[config.mk]
export PLATFORM = sky130hd
export DESIGN_NAME = xtea_cell
export DESIGN_NICKNAME = d
export VERILOG_FILES = /design/src/xtea_pkg.sv /design/src/xtea_cell.sv
export SDC_FILE = /design/constraint.sdc
export NUM_CORES = 1
export LEC_CHECK = 0
export BUFFER_PORTS_ARGS = -buffer_cell sky130_fd_sc_hd__buf_2
export CAP_MARGIN = 25
export CORE_MARGIN = 2
export CORE_UTILIZATION = 41
export DETAILED_ROUTE_END_ITERATION = 10
export PLACE_DENSITY = 0.65
export SYNTH_ARGS = -nofsm -noshare
export SYNTH_HDL_FRONTEND = slang
export SYNTH_SLANG_ARGS = --single-unit
[constraint.sdc]
create_clock -name i_clk -period 24.5 [get_ports i_clk]
set_input_delay 1.225 -clock i_clk [delete_from_list [all_inputs] [get_ports i_clk]]
set_output_delay 1.225 -clock i_clk [all_outputs]
set_load 0.01 [all_outputs]
[src/xtea_pkg.sv]
// ----------------------------------------------------------------------------
// xtea_pkg
// shared types, constants and the round mixing function for the xtea cipher
// ----------------------------------------------------------------------------
`default_nettype none

package xtea_pkg;

    localparam int unsigned ROUNDS_DEF = 32;
    localparam int unsigned WORD_W     = 32;
    localparam int unsigned KEY_WORDS  = 4;
    localparam int unsigned CFG_IDX_W  = 8;
    localparam int unsigned KEY_HI_LSB = 11;

    localparam logic [WORD_W-1:0] DELTA = 32'h9E37_79B9;

    // register indexes of the configuration port
    localparam logic [CFG_IDX_W-1:0] REG_KEY_0 = 8'd0;
    localparam logic [CFG_IDX_W-1:0] REG_KEY_1 = 8'd1;
    localparam logic [CFG_IDX_W-1:0] REG_KEY_2 = 8'd2;
    localparam logic [CFG_IDX_W-1:0] REG_KEY_3 = 8'd3;

    localparam logic [KEY_WORDS-1:0][WORD_W-1:0] KEY_RESET = {
        32'h16DB_7FC2, 32'h3A17_0B92, 32'h0382_7D0F, 32'h6C0A_5452
    };

    typedef logic [KEY_WORDS-1:0][WORD_W-1:0] t_key;

    typedef struct packed {
        logic              func;
        logic [WORD_W-1:0] word_first;
        logic [WORD_W-1:0] word_second;
    } t_xtea_in;

    typedef struct packed {
        logic [WORD_W-1:0] out_first;
        logic [WORD_W-1:0] out_second;
    } t_xtea_out;

    // word carried from cell to cell
    typedef struct packed {
        logic              func;
        logic [WORD_W-1:0] v0;
        logic [WORD_W-1:0] v1;
    } t_cell_data;

    function automatic logic [WORD_W-1:0] mix(input logic [WORD_W-1:0] v);
        return ((v << 4) ^ (v >> 5)) + v;
    endfunction

endpackage

`default_nettype wire

[src/xtea_cell.sv]
// ----------------------------------------------------------------------------
// xtea_cell
// one half round: updates one word of the block from the other, registered
// ----------------------------------------------------------------------------
`default_nettype none

module xtea_cell #(
    parameter int unsigned ROUNDS   = xtea_pkg::ROUNDS_DEF,
    parameter int unsigned HALF_IDX = 0
) (
    input  wire logic                 i_clk,
    input  wire logic                 i_rst_n,
    input  wire logic                 i_en,
    input  wire xtea_pkg::t_key       i_key,
    input  wire logic                 i_valid,
    input  wire xtea_pkg::t_cell_data i_data,
    output logic                      o_valid,
    output xtea_pkg::t_cell_data      o_data
);

    localparam int unsigned HI = xtea_pkg::KEY_HI_LSB;
    localparam bit IS_ODD = (HALF_IDX % 2) == 1;

    // round sums are fixed per cell, one for each direction
    localparam int unsigned ENC_MULT = HALF_IDX / 2 + HALF_IDX % 2;
    localparam int unsigned DEC_MULT = ROUNDS - HALF_IDX / 2 - HALF_IDX % 2;
    localparam logic [63:0] ENC_PROD = 64'(ENC_MULT) * 64'(xtea_pkg::DELTA);
    localparam logic [63:0] DEC_PROD = 64'(DEC_MULT) * 64'(xtea_pkg::DELTA);
    localparam logic [xtea_pkg::WORD_W-1:0] ENC_SUM = ENC_PROD[xtea_pkg::WORD_W-1:0];
    localparam logic [xtea_pkg::WORD_W-1:0] DEC_SUM = DEC_PROD[xtea_pkg::WORD_W-1:0];

    // low sum bits pick the key when the first word is updated, bits 12:11 otherwise
    localparam logic [1:0] ENC_KIDX = IS_ODD ? ENC_SUM[HI+1:HI] : ENC_SUM[1:0];
    localparam logic [1:0] DEC_KIDX = IS_ODD ? DEC_SUM[1:0]     : DEC_SUM[HI+1:HI];

    logic                            r_valid;
    xtea_pkg::t_cell_data            r_data;
    xtea_pkg::t_cell_data            n_data;
    logic                            upd_first;
    logic [xtea_pkg::WORD_W-1:0]     src;
    logic [xtea_pkg::WORD_W-1:0]     dst;
    logic [xtea_pkg::WORD_W-1:0]     term;
    logic [xtea_pkg::WORD_W-1:0]     f;
    logic [xtea_pkg::WORD_W-1:0]     upd;

    always_comb begin
        // encrypt updates the first word in even cells, decrypt in odd cells
        upd_first = IS_ODD ? i_data.func : ~i_data.func;
        src       = upd_first ? i_data.v1 : i_data.v0;
        dst       = upd_first ? i_data.v0 : i_data.v1;
        term      = i_data.func ? (DEC_SUM + i_key[DEC_KIDX])
                                : (ENC_SUM + i_key[ENC_KIDX]);
        f         = xtea_pkg::mix(src) ^ term;
        upd       = i_data.func ? (dst - f) : (dst + f);
        n_data      = i_data;
        n_data.v0   = upd_first ? upd : i_data.v0;
        n_data.v1   = upd_first ? i_data.v1 : upd;
    end

    always_ff @(posedge i_clk) begin
        if (!i_rst_n) begin
            r_valid <= 1'b0;
        end else if (i_en) begin
            r_valid <= i_valid;
        end
    end

    always_ff @(posedge i_clk) begin
        if (i_en) begin
            r_data <= n_data;
        end
    end

    assign o_valid = r_valid;
    assign o_data  = r_data;

endmodule

`default_nettype wire

==> results.toml <==
[synth]
synth.top_cell.area_share_pct = 21.16
async_flop_share_pct = 0
syn_avg_cell_area_um2 = 8.106
synth-edff-count = 65
yosys.area.top_type = "edfxtp_1"
netlist_area_um2 = 9225
synth-seq-area-share_pct = 21.38
ys.flop_type = "edfxtp_1"
synth.area.top_cells = "edfxtp_1, ha_1, xnor2_1, nand2_1, a21oi_1"
synth.distinct_cells = 80
synth_nets = 1402
synthCells = 1138
ys_ff_latch = 66
ys_warn_count = 0

[clocking]
cts_sinks = 66
postCtsHoldBufs = 0
clock_latency_ns = 0.32
cts_setup_buffers = 0
cts_tree = "yes"
path_clk_slew_ns = 0.06
clockRootBuffer = "clkbuf_16"
ctsResizeCount = 0
clock_path_buffers = 2
cts_buffers = 9
htree_levels = 3

[setup_path]
endpoint_kind = "register"
r2r_start = "o_valid$_SDFFE_PN0P_"
cp.required_ns = 24.55
r2r_end = "o_valid$_SDFFE_PN0P_"
rrSetupSlack_ns = 23.91
r2r_cells = 2
arrival_ns = 8.98
worstSetupPathType = "primary input to register"
path_max_fanout = 94
cp-startpoint = "i_data[64]"
crit_path_start_kind = "primary input"

[timing]
worst_slack_ns = 15.57
slew_violations = 0
fin_skew_ns = 0
fin_setup_tns_ns = 0
period_needed_ns = 8.927
rsz0062_at_grt = "no"
period_share_pct = 36.44
hold_viol_final = 0
tightest_slew_ns = 0.8675
clock.fmax_mhz = 112.0
max_slew_margin_pct = 41.63
setup_viol = 0

[global_routing]
antenna_found_initial = 1
grt_usage_pct = 21.71
grt_overflow = 0
grt_start_max_net_pins = 95
grt_pass1_wl_um = 41810
grt_pass1_vias = 7999

[power]
p_sw_share_pct = 44.47
power.share.sequential_pct = 19.7
power.switching_uw = 418.2
power_frac_comb_pct = 66.9
p_int_uw = 522.2
irDropWorstVdd_mv = 0.04269
p_per_area_nw_per_um2 = 87.93
p_clk_share_pct = 13.4
leakage_nw = 4.702

[drt]
drc_errors = 0
wl_per_cell_um = 16.52
ant_nets = 0
initialDrtViolationCount = 664
vias = 8873
drtPass1Iterations = 5
routed_wl_um = 26230
via_per_inst = 5.588

[die]
io-pin-count = 263
die_y_um = 154
initial_utilization_pct = 42.01
core.rowCount = 54
fp.coreArea_um2 = 21960
die_x_um = 154
dieArea_um2 = 23720

[final_layout]
area_growth_pct = 15.92
nFillCells = 2135
nNetsFinal = 1566
layout-drive-gt1-share_pct = 21.42

[placed_design]
portBuffers = 198
dp_slack_ns = 15.40
routabilityCongestion = 0.8999
hpwl_um = 21200

[outcome]
status = "finished clean"

[min_path]
hold_class = "register to register"
min_path_cells = 2
hp-start = "o_valid$_SDFFE_PN0P_"
hold_end = "o_valid$_SDFFE_PN0P_"

[flow_run]
drv_cap = 0
==> worst max path at each step <==
stage                           end  cells after the start  slack (ns)
3_5_place_dp   o_data[63]$_DFFE_PP_                     26       15.40
5_1_grt        o_data[63]$_DFFE_PP_                     26       14.86
2_1_floorplan  o_data[63]$_DFFE_PP_                     32       15.93
4_1_cts        o_data[63]$_DFFE_PP_                     26       15.72
3_3_place_gp   o_data[63]$_DFFE_PP_                     26       15.50
6_report       o_data[63]$_DFFE_PP_                     26       15.57
==> logic make-up (layout without fill, tap and decap cells) <==
family,Yosys count,count (layout),share of synthesized area (%)
AO/OA/AOI/OAI,343,343,25.53
multiplexers,58,58,6.809
buffers and inverters,85,254,3.554
AND/OR/NAND/NOR,386,386,20.55
XOR/XNOR,132,132,12.83
other,0,1,0
adder cells (fa/ha/maj),68,68,9.358
flip-flops,66,66,21.38
==> through the flow <==
stage / power, mW / utilization, % / instances / hold slack (ns) / cell area (um2)
2_1_floorplan: 0.6554 / - / 1138 / 0.5383 / 9225
3_3_place_gp: 0.8012 / 47.41 / 1571 / 0.4935 / 10410
3_5_place_dp: 0.8074 / 47.41 / 1571 / 0.5070 / 10410
4_1_cts: 0.9367 / 48.69 / 1587 / 0.5206 / 10690
5_1_grt: 1.022 / 48.70 / 1588 / 0.5356 / 10690
6_report: 0.9404 / 48.70 / 1588 / 0.5165 / 10690
==> per-layer routing <==
metal  wire length [um]  GRT usage (%)
met5                  0              0
met4                277          4.228
met3               1733          2.706
met2              10660          31.20
met1              13560          34.42
==> critical path, cell delays in order <==
cell and delay, ns:
buf_6 0.52, buf_4 0.65, nand2_1 0.13, and2_1 0.30
xnor2_1 0.17, ha_1 0.43, and3_1 0.27, a221oi_2 0.38
a21boi_1 0.24, o31ai_1 0.11, or3_1 0.44, a222oi_1 0.65
nand4_1 0.42, nor3_1 0.40, a21oi_1 0.13, xor2_1 0.20
ha_1 0.39, nand2_1 0.12, nor2_1 0.18, nand2_1 0.07
nor4_1 0.18, o21ai_0 0.24, a21bo_2 0.28, a21o_1 0.19
a2111oi_0 0.44, o31ai_1 0.12
==> cell usage after synthesis, types with 15 or more instances <==
cell type / count
nor2_1: 69
edfxtp_1: 65
inv_1: 36
clkbuf_1: 30
ha_1: 65
a211oi_1: 15
nand3_1: 28
nor2b_1: 26
xnor2_1: 89
a21o_1: 49
a21oi_1: 86
mux2_2: 38
o21ai_0: 58
nor3_1: 20
xor2_1: 41
nand2_1: 138
mux2i_1: 20
o21a_1: 19
==> cell type report <==
type / instances / area [um2] / share of cell area [%]
diodes: 1 / 2.502 / 0.02340
inverters: 36 / 135.1 / 1.264
well taps: 280 / 350.3 / 3.276
flip-flops and latches: 66 / 1972 / 18.44
multi-input cells: 987 / 6925 / 64.76
clock inverters: 4 / 45.04 / 0.4212
repair buffers: 202 / 1027 / 9.606
clock buffers: 12 / 236.5 / 2.211
==> state kept, by name (all words and copies together), names as in the netlist <==
| name | flops |
|---|---|
| o_valid | 1 |
| o_data | 65 |
==> power by group through the flow <==
stage / logic (mW) / registers [mW] / clock network, mW
after floorplan: 0.447 / 0.208 / 0
after global placement: 0.614 / 0.187 / 0
after detailed placement: 0.619 / 0.188 / 0
after CTS: 0.623 / 0.186 / 0.128
after global routing: 0.701 / 0.189 / 0.132
final: 0.629 / 0.185 / 0.126
==> layout by cell type, fill, tap and decap left out, types with 13 or more instances in the layout <==
| cell type | instances |
|---|---|
| buf_2 | 197 |
| ha_1 | 65 |
| a21o_1 | 49 |
| nand2b_1 | 13 |
| nor3_1 | 20 |
| nor2_1 | 69 |
| xnor2_1 | 89 |
| mux2_2 | 38 |
| nand3_1 | 28 |
| nand2_1 | 138 |
| a211oi_1 | 15 |
| a21oi_1 | 86 |
| nand4_1 | 14 |
| inv_1 | 35 |
| o21ai_0 | 58 |
| edfxtp_1 | 65 |
| xor2_1 | 41 |
| mux2i_1 | 20 |
| o21a_1 | 19 |
| and2_1 | 13 |
| nor2b_1 | 26 |
Power figures use the tool's default switching activity.
